===== src/rtl/ucs_pkg.sv =====
// shared types, constants and helpers of the url component splitter
package ucs_pkg;

    typedef enum logic [2:0] {
        PH_SCHEME  = 3'd0,
        PH_SLASH1  = 3'd1,
        PH_SLASH2  = 3'd2,
        PH_HOST    = 3'd3,
        PH_PORT    = 3'd4,
        PH_PATH    = 3'd5,
        PH_SWALLOW = 3'd6
    } ucs_phase_t;

    localparam logic [1:0] PART_SCHEME = 2'd0;
    localparam logic [1:0] PART_HOST   = 2'd1;
    localparam logic [1:0] PART_PATH   = 2'd2;

    localparam logic [1:0] ERR_NONE    = 2'd0;
    localparam logic [1:0] ERR_CONTROL = 2'd1;
    localparam logic [1:0] ERR_SCHEME  = 2'd2;
    localparam logic [1:0] ERR_SLASHES = 2'd3;

    localparam int unsigned NUM_NAMES = 5;
    localparam int unsigned NAME_HTTPS = 1;

    // first character in the low byte
    localparam logic [39:0] NAME_STR [NUM_NAMES] = '{
        40'h00_70_74_74_68,
        40'h73_70_74_74_68,
        40'h00_00_00_73_77,
        40'h00_00_73_73_77,
        40'h00_00_70_74_66
    };
    localparam logic [2:0] NAME_LEN [NUM_NAMES] = '{3'd4, 3'd5, 3'd2, 3'd3, 3'd3};
    localparam logic signed [16:0] NAME_PORT [NUM_NAMES] = '{
        17'sd80, 17'sd443, 17'sd80, 17'sd443, 17'sd21
    };

    localparam logic [7:0] CH_SPACE = 8'h20;
    localparam logic [7:0] CH_TAB   = 8'h09;
    localparam logic [7:0] CH_LF    = 8'h0A;
    localparam logic [7:0] CH_VT    = 8'h0B;
    localparam logic [7:0] CH_FF    = 8'h0C;
    localparam logic [7:0] CH_CR    = 8'h0D;
    localparam logic [7:0] CH_BSL   = 8'h5C;
    localparam logic [7:0] CH_SLASH = 8'h2F;
    localparam logic [7:0] CH_COLON = 8'h3A;
    localparam logic [7:0] CH_QUEST = 8'h3F;
    localparam logic [7:0] CH_HASH  = 8'h23;
    localparam logic [7:0] CH_PLUS  = 8'h2B;
    localparam logic [7:0] CH_MINUS = 8'h2D;

    // slot bits of a command, emitted lowest first
    localparam int unsigned SLOT_PRE  = 0;
    localparam int unsigned SLOT_BYTE = 1;
    localparam int unsigned SLOT_POST = 2;
    localparam int unsigned SLOT_DONE = 3;

    typedef struct packed {
        logic [3:0]         slots;
        logic [7:0]         data;
        logic [1:0]         part;
        logic signed [16:0] port;
        logic               secure;
        logic [1:0]         err;
    } ucs_cmd_t;

    function automatic logic [7:0] name_char(input int unsigned n, input logic [2:0] idx);
        logic [39:0] s;
        logic [7:0]  c;
        s = NAME_STR[n];
        c = 8'h00;
        if (idx < 3'd5)
        begin
            c = s[{idx, 3'b000} +: 8];
        end
        return c;
    endfunction

endpackage


===== src/rtl/ucs_in_if.sv =====
// input channel: raw url bytes with end-of-url flag
interface ucs_in_if;
    logic       valid;
    logic       ready;
    logic [7:0] in_byte;
    logic       last;

    modport source (output valid, output in_byte, output last, input ready);
    modport sink (input valid, input in_byte, input last, output ready);
endinterface


===== src/rtl/ucs_out_if.sv =====
// output channel: component bytes and per-url summary
interface ucs_out_if;
    logic               valid;
    logic               ready;
    logic [7:0]         out_byte;
    logic [1:0]         part;
    logic               byte_valid;
    logic               done_res;
    logic signed [16:0] port_number;
    logic               https_flag;
    logic [1:0]         error_code;

    modport source (
        output valid, output out_byte, output part, output byte_valid,
        output done_res, output port_number, output https_flag, output error_code,
        input ready
    );
    modport sink (
        input valid, input out_byte, input part, input byte_valid,
        input done_res, input port_number, input https_flag, input error_code,
        output ready
    );
endinterface


===== src/rtl/ucs_front.sv =====
// front end: classifies each url byte, tracks parse state, builds commands
module ucs_front
    import ucs_pkg::*;
(
    input  logic       clk,
    input  logic       rst_n,
    ucs_in_if.sink     din,
    input  logic       q_full,
    output logic       push,
    output ucs_cmd_t   push_cmd
);

    ucs_phase_t  phase_reg, phase_next;
    logic [2:0]  count_reg, count_next;
    logic [4:0]  cand_reg, cand_next;
    logic [15:0] pval_reg, pval_next;
    logic        pneg_reg, pneg_next;
    logic        pseen_reg, pseen_next;
    logic        pstop_reg, pstop_next;
    logic        ctl_reg, ctl_next;
    logic [1:0]  perr_reg, perr_next;

    logic        acc;
    logic        fin;
    logic        is_sp;
    logic        is_ctl;
    logic [7:0]  b;
    logic [7:0]  lc;
    logic        emit_pre;
    logic        emit_byte;
    logic        emit_post;
    logic [7:0]  emit_data;
    logic [1:0]  emit_part;
    logic [19:0] pv_mul;
    logic [1:0]  perr_fin;
    logic [1:0]  err;
    logic [4:0]  matched;
    logic signed [16:0] def_port;
    logic signed [16:0] port_res;

    assign din.ready = !q_full;
    assign acc = din.valid && din.ready;
    assign fin = din.last;

    always_comb
    begin
        is_sp = (din.in_byte == CH_SPACE) || (din.in_byte == CH_TAB) ||
                (din.in_byte == CH_LF) || (din.in_byte == CH_VT) ||
                (din.in_byte == CH_FF) || (din.in_byte == CH_CR);
        is_ctl = !is_sp && (din.in_byte < CH_SPACE);
        b = (din.in_byte == CH_BSL) ? CH_SLASH : din.in_byte;
        lc = ((b >= 8'h41) && (b <= 8'h5A)) ? (b + 8'h20) : b;
        pv_mul = {1'b0, pval_reg, 3'b000} + {3'b000, pval_reg, 1'b0} +
                 {16'h0000, b[3:0] & 4'hF};
    end

    always_comb
    begin
        phase_next = phase_reg;
        count_next = count_reg;
        cand_next  = cand_reg;
        pval_next  = pval_reg;
        pneg_next  = pneg_reg;
        pseen_next = pseen_reg;
        pstop_next = pstop_reg;
        ctl_next   = ctl_reg;
        perr_next  = perr_reg;
        emit_pre   = 1'b0;
        emit_byte  = 1'b0;
        emit_data  = b;
        emit_part  = PART_PATH;
        if (is_ctl)
        begin
            ctl_next = 1'b1;
        end
        else if (!is_sp)
        begin
            case (phase_reg)
                PH_SCHEME:
                begin
                    if (b == CH_COLON)
                    begin
                        if (count_reg == 3'd0)
                        begin
                            perr_next  = ERR_SCHEME;
                            phase_next = PH_SWALLOW;
                        end
                        else
                        begin
                            phase_next = PH_SLASH1;
                        end
                    end
                    else
                    begin
                        for (int i = 0; i < NUM_NAMES; i++)
                        begin
                            if ((count_reg >= NAME_LEN[i]) || (name_char(i, count_reg) != lc))
                            begin
                                cand_next[i] = 1'b0;
                            end
                        end
                        if (count_reg != 3'd7)
                        begin
                            count_next = count_reg + 3'd1;
                        end
                        emit_byte = 1'b1;
                        emit_data = lc;
                        emit_part = PART_SCHEME;
                    end
                end
                PH_SLASH1, PH_SLASH2:
                begin
                    if (b == CH_SLASH)
                    begin
                        phase_next = (phase_reg == PH_SLASH1) ? PH_SLASH2 : PH_HOST;
                    end
                    else
                    begin
                        perr_next  = ERR_SLASHES;
                        phase_next = PH_SWALLOW;
                    end
                end
                PH_HOST, PH_PORT:
                begin
                    if ((b == CH_SLASH) || (b == CH_QUEST) || (b == CH_HASH))
                    begin
                        emit_pre   = (b != CH_SLASH);
                        emit_byte  = 1'b1;
                        phase_next = PH_PATH;
                    end
                    else if ((phase_reg == PH_HOST) && (b == CH_COLON))
                    begin
                        phase_next = PH_PORT;
                    end
                    else if (phase_reg == PH_HOST)
                    begin
                        emit_byte = 1'b1;
                        emit_part = PART_HOST;
                    end
                    else
                    begin
                        pseen_next = 1'b1;
                        if (!pstop_reg)
                        begin
                            if ((b >= 8'h30) && (b <= 8'h39))
                            begin
                                pval_next = (pv_mul > 20'd65535) ? 16'hFFFF : pv_mul[15:0];
                            end
                            else if (!pseen_reg && (b == CH_PLUS))
                            begin
                                pstop_next = 1'b0;
                            end
                            else if (!pseen_reg && (b == CH_MINUS))
                            begin
                                pneg_next = 1'b1;
                            end
                            else
                            begin
                                pstop_next = 1'b1;
                            end
                        end
                    end
                end
                PH_PATH:
                begin
                    emit_byte = 1'b1;
                end
                default:
                begin
                    emit_byte = 1'b0;
                end
            endcase
        end
    end

    // end-of-url summary from the updated state
    always_comb
    begin
        perr_fin  = perr_next;
        emit_post = 1'b0;
        if ((phase_next == PH_SCHEME) && (perr_next == ERR_NONE))
        begin
            perr_fin = ERR_SCHEME;
        end
        else if (((phase_next == PH_SLASH1) || (phase_next == PH_SLASH2)) &&
                 (perr_next == ERR_NONE))
        begin
            perr_fin = ERR_SLASHES;
        end
        else if ((phase_next == PH_HOST) || (phase_next == PH_PORT))
        begin
            emit_post = 1'b1;
        end
        err = ctl_next ? ERR_CONTROL : perr_fin;
        for (int i = 0; i < NUM_NAMES; i++)
        begin
            matched[i] = cand_next[i] && (count_next == NAME_LEN[i]);
        end
        def_port = -17'sd1;
        for (int i = NUM_NAMES - 1; i >= 0; i--)
        begin
            if (matched[i])
            begin
                def_port = NAME_PORT[i];
            end
        end
        if (pseen_next)
        begin
            port_res = pneg_next ? (17'sd0 - $signed({1'b0, pval_next}))
                                 : $signed({1'b0, pval_next});
        end
        else
        begin
            port_res = def_port;
        end
    end

    always_comb
    begin
        push_cmd.slots[SLOT_PRE]  = emit_pre;
        push_cmd.slots[SLOT_BYTE] = emit_byte;
        push_cmd.slots[SLOT_POST] = fin && emit_post;
        push_cmd.slots[SLOT_DONE] = fin;
        push_cmd.data   = emit_data;
        push_cmd.part   = emit_part;
        push_cmd.port   = (err == ERR_NONE) ? port_res : 17'sd0;
        push_cmd.secure = (err == ERR_NONE) && matched[NAME_HTTPS];
        push_cmd.err    = err;
        push = acc && (push_cmd.slots != 4'b0000);
    end

    always_ff @(posedge clk or negedge rst_n)
    begin
        if (!rst_n)
        begin
            phase_reg <= PH_SCHEME;
            count_reg <= 3'd0;
            cand_reg  <= 5'h1F;
            pval_reg  <= 16'h0000;
            pneg_reg  <= 1'b0;
            pseen_reg <= 1'b0;
            pstop_reg <= 1'b0;
            ctl_reg   <= 1'b0;
            perr_reg  <= ERR_NONE;
        end
        else if (acc && fin)
        begin
            phase_reg <= PH_SCHEME;
            count_reg <= 3'd0;
            cand_reg  <= 5'h1F;
            pval_reg  <= 16'h0000;
            pneg_reg  <= 1'b0;
            pseen_reg <= 1'b0;
            pstop_reg <= 1'b0;
            ctl_reg   <= 1'b0;
            perr_reg  <= ERR_NONE;
        end
        else if (acc)
        begin
            phase_reg <= phase_next;
            count_reg <= count_next;
            cand_reg  <= cand_next;
            pval_reg  <= pval_next;
            pneg_reg  <= pneg_next;
            pseen_reg <= pseen_next;
            pstop_reg <= pstop_next;
            ctl_reg   <= ctl_next;
            perr_reg  <= perr_next;
        end
    end

endmodule


===== src/rtl/ucs_queue.sv =====
// command queue between front and back end
module ucs_queue
    import ucs_pkg::*;
#(
    parameter int unsigned DEPTH = 4
)
(
    input  logic     clk,
    input  logic     rst_n,
    input  logic     push,
    input  ucs_cmd_t push_cmd,
    output logic     full,
    input  logic     pop,
    output ucs_cmd_t pop_cmd,
    output logic     empty
);

    localparam int unsigned PW = (DEPTH > 1) ? $clog2(DEPTH) : 1;
    localparam int unsigned CW = $clog2(DEPTH + 1);

    ucs_cmd_t        entry_reg [DEPTH];
    logic [PW-1:0]   wr_reg, wr_next;
    logic [PW-1:0]   rd_reg, rd_next;
    logic [CW-1:0]   cnt_reg, cnt_next;

    assign full    = (cnt_reg == CW'(DEPTH));
    assign empty   = (cnt_reg == CW'(0));
    assign pop_cmd = entry_reg[rd_reg];

    always_comb
    begin
        wr_next  = wr_reg;
        rd_next  = rd_reg;
        cnt_next = cnt_reg;
        if (push)
        begin
            wr_next = (wr_reg == PW'(DEPTH - 1)) ? PW'(0) : wr_reg + PW'(1);
        end
        if (pop)
        begin
            rd_next = (rd_reg == PW'(DEPTH - 1)) ? PW'(0) : rd_reg + PW'(1);
        end
        if (push && !pop)
        begin
            cnt_next = cnt_reg + CW'(1);
        end
        else if (pop && !push)
        begin
            cnt_next = cnt_reg - CW'(1);
        end
    end

    always_ff @(posedge clk or negedge rst_n)
    begin
        if (!rst_n)
        begin
            wr_reg  <= '0;
            rd_reg  <= '0;
            cnt_reg <= '0;
        end
        else
        begin
            wr_reg  <= wr_next;
            rd_reg  <= rd_next;
            cnt_reg <= cnt_next;
        end
    end

    always_ff @(posedge clk)
    begin
        if (push)
        begin
            entry_reg[wr_reg] <= push_cmd;
        end
    end

endmodule


===== src/rtl/ucs_back.sv =====
// back end: expands each command into one to three output words
module ucs_back
    import ucs_pkg::*;
(
    input  logic     clk,
    input  logic     rst_n,
    input  ucs_cmd_t pop_cmd,
    input  logic     empty,
    output logic     pop,
    ucs_out_if.source dout
);

    ucs_cmd_t   cmd_reg, cmd_next;
    logic [3:0] mask_reg, mask_next;
    logic [3:0] sel;
    logic [3:0] rem;
    logic       fire;

    always_comb
    begin
        sel  = mask_reg & (~mask_reg + 4'd1);
        fire = dout.valid && dout.ready;
        rem  = fire ? (mask_reg & ~sel) : mask_reg;
        pop  = (rem == 4'b0000) && !empty;
        cmd_next  = pop ? pop_cmd : cmd_reg;
        mask_next = pop ? pop_cmd.slots : rem;
    end

    always_comb
    begin
        dout.valid       = (mask_reg != 4'b0000);
        dout.done_res    = sel[SLOT_DONE];
        dout.byte_valid  = !sel[SLOT_DONE];
        dout.port_number = sel[SLOT_DONE] ? cmd_reg.port : 17'sd0;
        dout.https_flag  = sel[SLOT_DONE] && cmd_reg.secure;
        dout.error_code  = sel[SLOT_DONE] ? cmd_reg.err : ERR_NONE;
        if (sel[SLOT_DONE])
        begin
            dout.out_byte = 8'h00;
            dout.part     = PART_SCHEME;
        end
        else if (sel[SLOT_BYTE])
        begin
            dout.out_byte = cmd_reg.data;
            dout.part     = cmd_reg.part;
        end
        else
        begin
            dout.out_byte = CH_SLASH;
            dout.part     = PART_PATH;
        end
    end

    always_ff @(posedge clk or negedge rst_n)
    begin
        if (!rst_n)
        begin
            mask_reg <= 4'b0000;
        end
        else
        begin
            mask_reg <= mask_next;
        end
    end

    always_ff @(posedge clk)
    begin
        cmd_reg <= cmd_next;
    end

endmodule


===== src/rtl/url_component_splitter.sv =====
// top level of the streaming url component splitter
//
// din takes one raw url byte per word, with last on the final byte of a url.
// dout gives the scheme (lowercased), hostname and path bytes tagged by
// part, then one summary word with done_res set carrying port, https flag
// and error code. Whitespace is dropped, backslash becomes '/'.
// Throughput: one input word per cycle while the queue is not full.
// A byte yields at most one output word except at a delimiter or at the end
// of a url, where up to three words follow from one input word.
// A byte's command passes the queue entry and the back-end command register.
// The front end updates parse state and pushes a command into
// a queue of QUEUE_DEPTH entries; the back end drains it at the output rate.
// When dout stalls the queue fills and din.ready drops; nothing is lost.
// Reset clears the parse state and empties the queue; the next byte
// starts a new url.
module url_component_splitter
    import ucs_pkg::*;
#(
    parameter int unsigned QUEUE_DEPTH = 4
)
(
    input  logic      clk,
    input  logic      rst_n,
    ucs_in_if.sink    din,
    ucs_out_if.source dout
);

    logic     push;
    logic     pop;
    logic     q_full;
    logic     q_empty;
    ucs_cmd_t push_cmd;
    ucs_cmd_t pop_cmd;

    ucs_front u_front (
        .clk      (clk),
        .rst_n    (rst_n),
        .din      (din),
        .q_full   (q_full),
        .push     (push),
        .push_cmd (push_cmd)
    );

    ucs_queue #(
        .DEPTH (QUEUE_DEPTH)
    ) u_queue (
        .clk      (clk),
        .rst_n    (rst_n),
        .push     (push),
        .push_cmd (push_cmd),
        .full     (q_full),
        .pop      (pop),
        .pop_cmd  (pop_cmd),
        .empty    (q_empty)
    );

    ucs_back u_back (
        .clk     (clk),
        .rst_n   (rst_n),
        .pop_cmd (pop_cmd),
        .empty   (q_empty),
        .pop     (pop),
        .dout    (dout)
    );

`ifndef SYNTHESIS
    a_one_kind: assert property (@(posedge clk) disable iff (!rst_n)
        dout.valid |-> (dout.byte_valid != dout.done_res))
        else $error("output word must be either a byte or a summary");

    a_err_clears: assert property (@(posedge clk) disable iff (!rst_n)
        (dout.valid && dout.done_res && (dout.error_code != ERR_NONE)) |->
        ((dout.port_number == 17'sd0) && !dout.https_flag))
        else $error("summary with error carries port or https flag");

    a_no_pop_empty: assert property (@(posedge clk) disable iff (!rst_n)
        pop |-> !q_empty)
        else $error("queue popped while empty");

    a_push_room: assert property (@(posedge clk) disable iff (!rst_n)
        (push && q_full && !pop) |=> 1'b0)
        else $error("queue pushed while full");
`endif

endmodule


===== src/flat_wrapper.sv =====
// flat-port wrapper written by rule: the top's interface ports become plain ports
module url_component_splitter_flat import ucs_pkg::*;
#(
    parameter int unsigned QUEUE_DEPTH = 4
)
  (clk, rst_n, din_valid, din_in_byte, din_last, din_ready, dout_valid, dout_out_byte, dout_part, dout_byte_valid, dout_done_res, dout_port_number, dout_https_flag, dout_error_code, dout_ready);
  ucs_in_if din_i ();
  ucs_out_if dout_i ();
  input  logic clk;
  input  logic rst_n;
  input wire logic [$bits(din_i.valid)-1:0] din_valid;
  input wire logic [$bits(din_i.in_byte)-1:0] din_in_byte;
  input wire logic [$bits(din_i.last)-1:0] din_last;
  output wire logic [$bits(din_i.ready)-1:0] din_ready;
  output wire logic [$bits(dout_i.valid)-1:0] dout_valid;
  output wire logic [$bits(dout_i.out_byte)-1:0] dout_out_byte;
  output wire logic [$bits(dout_i.part)-1:0] dout_part;
  output wire logic [$bits(dout_i.byte_valid)-1:0] dout_byte_valid;
  output wire logic [$bits(dout_i.done_res)-1:0] dout_done_res;
  output wire logic [$bits(dout_i.port_number)-1:0] dout_port_number;
  output wire logic [$bits(dout_i.https_flag)-1:0] dout_https_flag;
  output wire logic [$bits(dout_i.error_code)-1:0] dout_error_code;
  input wire logic [$bits(dout_i.ready)-1:0] dout_ready;
  assign din_i.valid = din_valid;
  assign din_i.in_byte = din_in_byte;
  assign din_i.last = din_last;
  assign din_ready = din_i.ready;
  assign dout_valid = dout_i.valid;
  assign dout_out_byte = dout_i.out_byte;
  assign dout_part = dout_i.part;
  assign dout_byte_valid = dout_i.byte_valid;
  assign dout_done_res = dout_i.done_res;
  assign dout_port_number = dout_i.port_number;
  assign dout_https_flag = dout_i.https_flag;
  assign dout_error_code = dout_i.error_code;
  assign dout_i.ready = dout_ready;
  url_component_splitter #(.QUEUE_DEPTH(QUEUE_DEPTH)) u_core (.clk(clk), .rst_n(rst_n), .din(din_i), .dout(dout_i));
endmodule

===== config.mk =====
export PLATFORM = sky130hd
export DESIGN_NAME = url_component_splitter_flat
export DESIGN_NICKNAME = d
export VERILOG_FILES = /design/src/rtl/ucs_pkg.sv /design/src/rtl/ucs_in_if.sv /design/src/rtl/ucs_out_if.sv /design/src/rtl/ucs_front.sv /design/src/rtl/ucs_queue.sv /design/src/rtl/ucs_back.sv /design/src/rtl/url_component_splitter.sv /design/src/flat_wrapper.sv
export SDC_FILE = /design/constraint.sdc
export NUM_CORES = 1
export LEC_CHECK = 0
export BUFFER_PORTS_ARGS = -buffer_cell sky130_fd_sc_hd__buf_2
export CAP_MARGIN = 30
export CORE_MARGIN = 2
export CORE_UTILIZATION = 62
export DETAILED_ROUTE_END_ITERATION = 8
export GPL_TIMING_DRIVEN = 0
export PLACE_DENSITY = 0.77
export SYNTH_ARGS = -nofsm -noshare
export SYNTH_HDL_FRONTEND = slang
export SYNTH_SLANG_ARGS = --single-unit

===== constraint.sdc =====
create_clock -name clk -period 6.2 [get_ports clk]
set_input_delay 0.31 -clock clk [delete_from_list [all_inputs] [get_ports clk]]
set_output_delay 0.31 -clock clk [all_outputs]
set_load 0.1 [all_outputs]

# Word-level counts from Yosys, hierarchy flattened
# Memory sizes are Yosys's and may differ from the RTL's.
# Index checks and enable logic that the tools add are counted.
[totals]
register_bits = 74
mem_bits_rw = 136
output_inout_bits = 34
memories = 1
[op_classes]
add_sub_neg = 10
magnitude_cmp = 11
n_eq_ne = 41
shift = 5
mux = 160
bitwise = 4
reduce_logical = 59
[memory_table]
columns = ["memory", "words", "word_bits", "rd", "rd_clocked_by_memory_dff", "write_ports", "line", "rtl"]
rows = [
  ["u_core.u_queue.entry_reg", 4, 34, 1, 0, 1, "ucs_queue.sv:21", "ucs_cmd_t entry_reg [DEPTH];"],
]
[op_table]
columns = ["operator", "count"]
rows = [
  ["two-way mux 8 bit", 33],
  ["indexed part select 40 x 7 -> 8 bit, first input constant", 5],
  ["two-way mux 16 bit", 11],
  ["two-way mux 17 bit", 9],
  ["equality test 8 x 6 -> 1 bit, second input constant", 7],
  ["two-way mux 1 bit", 56],
  ["two-way mux 3 bit", 18],
  ["two-way mux 2 bit", 21],
  ["equality test 8 x 4 -> 1 bit, second input constant", 5],
  ["!= test 8 bit", 5],
  ["two-way mux 5 bit", 6],
  ["logical AND 1 bit", 23],
  ["adder 19 x 17 -> 20 bit", 1],
  ["adder 20 x 4 -> 20 bit", 1],
  ["greater-than comparator 20 x 16 -> 1 bit, second input constant", 1],
  ["equality test 3 x 2 -> 1 bit, second input constant", 6],
  ["equality test 3 bit, second input constant", 6],
  ["subtractor 1 x 16 -> 17 bit, first input constant", 1],
  ["logical OR 1 bit", 14],
  ["logical NOT 3 bit", 4],
  ["!= test 2 x 1 -> 1 bit, second input constant", 5],
  ["case mux 3 bit (3 select lines)", 1],
  ["adder 8 x 6 -> 8 bit, second input constant", 1],
  ["bitwise AND 4 bit", 2],
  ["28 further kinds", 48],
]

# Logic depth before layout (Yosys ltp)
[depth]
word_depth = 24
depth_mapped = 21
ltp_nobuf = 19

# Cells and area by module
# A second synthesis with hierarchy kept.
[hier_totals]
cells_unflattened = 965
hier_area_um2 = 11519.8
[modules_own_cells]
columns = ["mod", "instances", "cells_each", "area_each_um2", "seq_area_each_um2"]
rows = [
  ["ucs_queue", 1, 215, 5375.2, 4259.1],
  ["ucs_front", 1, 642, 4683.2, 832.0],
  ["ucs_back", 1, 108, 1461.4, 1001.0],
]

# Least setup slack after synthesis
# No wires, ideal clock.
[synth_path]
path_kind = "input -> register"
startpoint = "in din_in_byte[1]"
endpoint = "mem u_core.u_queue.entry_reg[0][15] (netlist bit), data pin"
setup_time_ps = 239
arrival_time_ps = 4806
t_required_ps = 5961
slack_ps = 1154
stages = 21
path_cell_list = "buf_2 or4b_1 or3_1 nand2b_1 ha_1 ha_1 fa_1 nand3_1 a21o_1 a211o_1 a21oi_1 or3_1 buf_4 nand2_1 o22ai_1 ha_1 nand4b_1 o21ai_1 nand2_1 o211a_1 nor4_1"
[synth_rtl]
columns = ["item", "line", "rtl"]
rows = [
  ["start: declaration", "flat_wrapper.sv:12", "input wire logic [$bits(din_i.in_byte)-1:0] din_in_byte;"],
  ["end: declaration", "ucs_queue.sv:21", ""],
]

==> metrics.yaml <==
clock_tree:
  cts.sinks: 210
  cts-root-buf: "clkbuf_16"
  post_cts_buffers: 0
  numCtsBuffers: 22
  htree_levels: 1
  tritoncts: "built"
  clock_latency_ns: 0.50
  cts_buffer_depth: 3
  path_clk_slew_ns: 0.06
sta:
  hold_viol_final: 0
  skew_ns: 0.00847
  relSlewSlack: 0.381
  fin_hold_ws_ns: 0.144
  fin_crit_sh: 0.938
  grt_setup_unrepaired: "no"
  max_freq_mhz: 172
  finalMaxSlewViolations: 0
  worst_pin_slew_ns: 0.929
  finalSetupViolations: 0
  min_period_ns: 5.81
synth:
  synthesis.area_um2: 11400
  yosysWarningCount: 0
  syn-instance-count: 945
  ys_seq_area_frac: 0.534
  yosys.area.top_type: "edfxtp_1"
  async_reset_ff_frac: 0.210
  yosysUniqueCellTypes: 88
  ys.flop_type: "edfxtp_1"
  synth-edff-count: 166
  synth.top_cell.area_share: 0.437
  netlist_top_cells_area: "edfxtp_1 (44%), dfrtp_1 (8.6%), mux4_2 (6.7%), ha_1 (4.7%), nor2_1 (2.6%)"
  ys_ff_latch: 210
  syn_avg_cell_area_um2: 12.1
  synth_nets: 1004
floorplan:
  fp.dieW_um: 140
  fp.coreArea_um2: 18000
  rows: 49
  die_area_um2: 19500
  start_util: 0.633
  die_h_um: 140
  boundaryPins: 47
min_path:
  hp-class: "in2reg"
power_and_ir_drop:
  powerDensity_nw_per_um2: 439
  total_leakage_power_uw: 0.00490
  p_switching_uw: 2230
  power.total_uw: 5570
  switching_share: 0.400
  pwr-share-clk: 0.223
  ir_worst_vdd_mv: 0.791
  intPower_uw: 3350
  sequentialPowerShare: 0.383
  comb_power_share: 0.394
global_routing:
  grtUsageTotal: 0.284
  grt-ovfl-total: 0
  antenna_found_initial: 0
  grt_pass1_wl_mm: 43.4
  grt_max_degree: 35
  grt_pass1_vias: 7928
setup_path:
  crit_arrival_ns: 6.06
  crit_required_ns: 6.45
  critical_path_class: "in2reg"
  worst-path-max-fanout: 10
  end_kind: "flip-flop"
  start_kind: "input pin"
drt:
  ant_nets: 0
  num_vias: 8231
  route.detailed.drc: 0
  viasPerCell: 6.53
  firstDrtPassIters: 4
  drt-wirelength-per-cell_um: 21.6
  first_iter_violations: 653
  drt_wl_total_mm: 27.2
layout:
  finish.net_count: 1077
  postLayoutCoreUtil: 0.704
  seq_area_um2: 6090
  drive_above_1_share: 0.167
  multi_input_area_um2: 4980
  synthToLayoutAreaGrowth_pct: 11.2
  fillers: 1258
  largest_register_ffs: 136
  n_antenna_cell: 0
place:
  gp_congestion: 0.917
  io_buffers: 45
  hpwl_mm: 18.5
status:
  status: "complete, no violations"
job:
  maxCapViolations: 0
[final timing paths]
| path | start | endpoint | slack (ns) | cells after the start |
|---|---|---|---|---|
| worst min register to register | u_core.u_front.cand_reg[4] | u_core.u_front.cand_reg[4] | 0.48 | 2 |
| worst max register to register | u_core.u_front.pval_reg[0] | u_core.u_queue.entry_reg[0][17] | 0.82 | 16 |
| worst min-delay path | dout_ready | u_core.u_back.mask_reg[3] | 0.14 | 3 |
| max in group asynchronous | rst_n | u_core.u_front.cand_reg[0] | 5.35 | 3 |
| worst max-delay path | din_in_byte[1] | u_core.u_queue.entry_reg[0][17] | 0.39 | 22 |
| min in group asynchronous | rst_n | u_core.u_front.pval_reg[13] | 0.26 | 2 |
[through the flow]
stage               cell area (um2)  setup TNS (ns)  cells  setup WS (ns)
floorplan                     11400               0    945           1.15
global placement              11900          -0.712   1219         -0.156
detailed placement            12000           -1.08   1222         -0.208
CTS                           12700               0   1261          0.262
global route                  12700               0   1261         0.0562
finish                        12700               0   1261          0.387
[Yosys cell counts, types with 13 or more instances]
cell type and number:
edfxtp_1 166, nor2_1 80, nand2_1 59, a21oi_1 48
ha_1 43, clkbuf_1 41, dfrtp_1 39, mux4_2 34
and3_1 28, inv_1 26, o21ai_0 25, nor3_1 21
nand3_1 20, a31oi_1 17, and2_1 16, xor2_1 15
a22o_1 13, nand2b_1 13
[layout make-up]
type / count / area share
Buffer: 59 / 0.0199
Clock buffer: 27 / 0.0465
Clock inverter: 11 / 0.00720
Inverter: 26 / 0.00769
Multi-Input combinational cell: 650 / 0.393
Sequential cell: 210 / 0.480
Tap cell: 229 / 0.0226
Timing Repair Buffer: 49 / 0.0235
[kinds of logic (layout without fill, tap and decap cells)]
kind of cell    after synthesis  count (layout)  synth area share
xor+xnor                     27              27            0.0207
mux                          38              38            0.0710
fa+ha+maj                    46              46            0.0524
simple gates                306             306             0.140
buf+inv                      85             172            0.0307
compound gates              233             233             0.152
flops                       210             210             0.534
[layer usage]
layer  vias up  GRT usage  wire (um)
li1       3820          -          -
met1      4056      0.402      11700
met2       315      0.467      13300
met3        40     0.0444       1780
met4         0     0.0732        518
met5         -          0          0
[worst max-delay path: stages]
cell and delay, ns:
buf_2 0.10, buf_2 0.18, or4b_1 0.59, or3_1 0.39
nand2b_1 0.26, ha_1 0.22, ha_1 0.25, fa_1 0.24
nand3_1 0.14, a21o_1 0.21, a211o_1 0.33, a21oi_1 0.25
or3_1 0.17, buf_4 0.18, nand2_1 0.17, o22ai_1 0.39
ha_1 0.28, nand4b_1 0.10, o21ai_1 0.34, nand2_1 0.22
o311a_1 0.34, nor3_1 0.40
[placed cells by master, fill, tap and decap left out, types with 9 or more instances in the layout]
cell type and instances:
and3_1 28, buf_2 54, a21oi_1 48, clkbuf_1 45
inv_1 26, clkbuf_16 23, nand2b_1 13, o31ai_1 9
xor2_1 15, a21o_1 11, nor2_1 80, dfrtp_1 39
nand3_1 20, o21a_1 10, nor3_1 21, a22o_1 13
xnor2_1 12, a31o_2 9, edfxtp_1 166, mux4_2 34
and2_1 12, nand2_1 59, nor4_1 9, o21ai_0 25
ha_1 43, a31oi_1 17
[repair_timing]
item	CTS	global route
setup endpoints to repair	0	12
hold endpoints to repair	10	0
hold buffers	1	0
gates resized for setup	0	2
[power groups by stage]
stage               registers [uW]  logic, uW  clock network, uW
CTS                           2140       2200               1260
global placement              2130       2050                  0
finish                        2140       2190               1240
global route                  2170       2340               1320
detailed placement            2150       2160                  0
floorplan                     2100       1700                  0
Power figures use the tool's default switching activity.
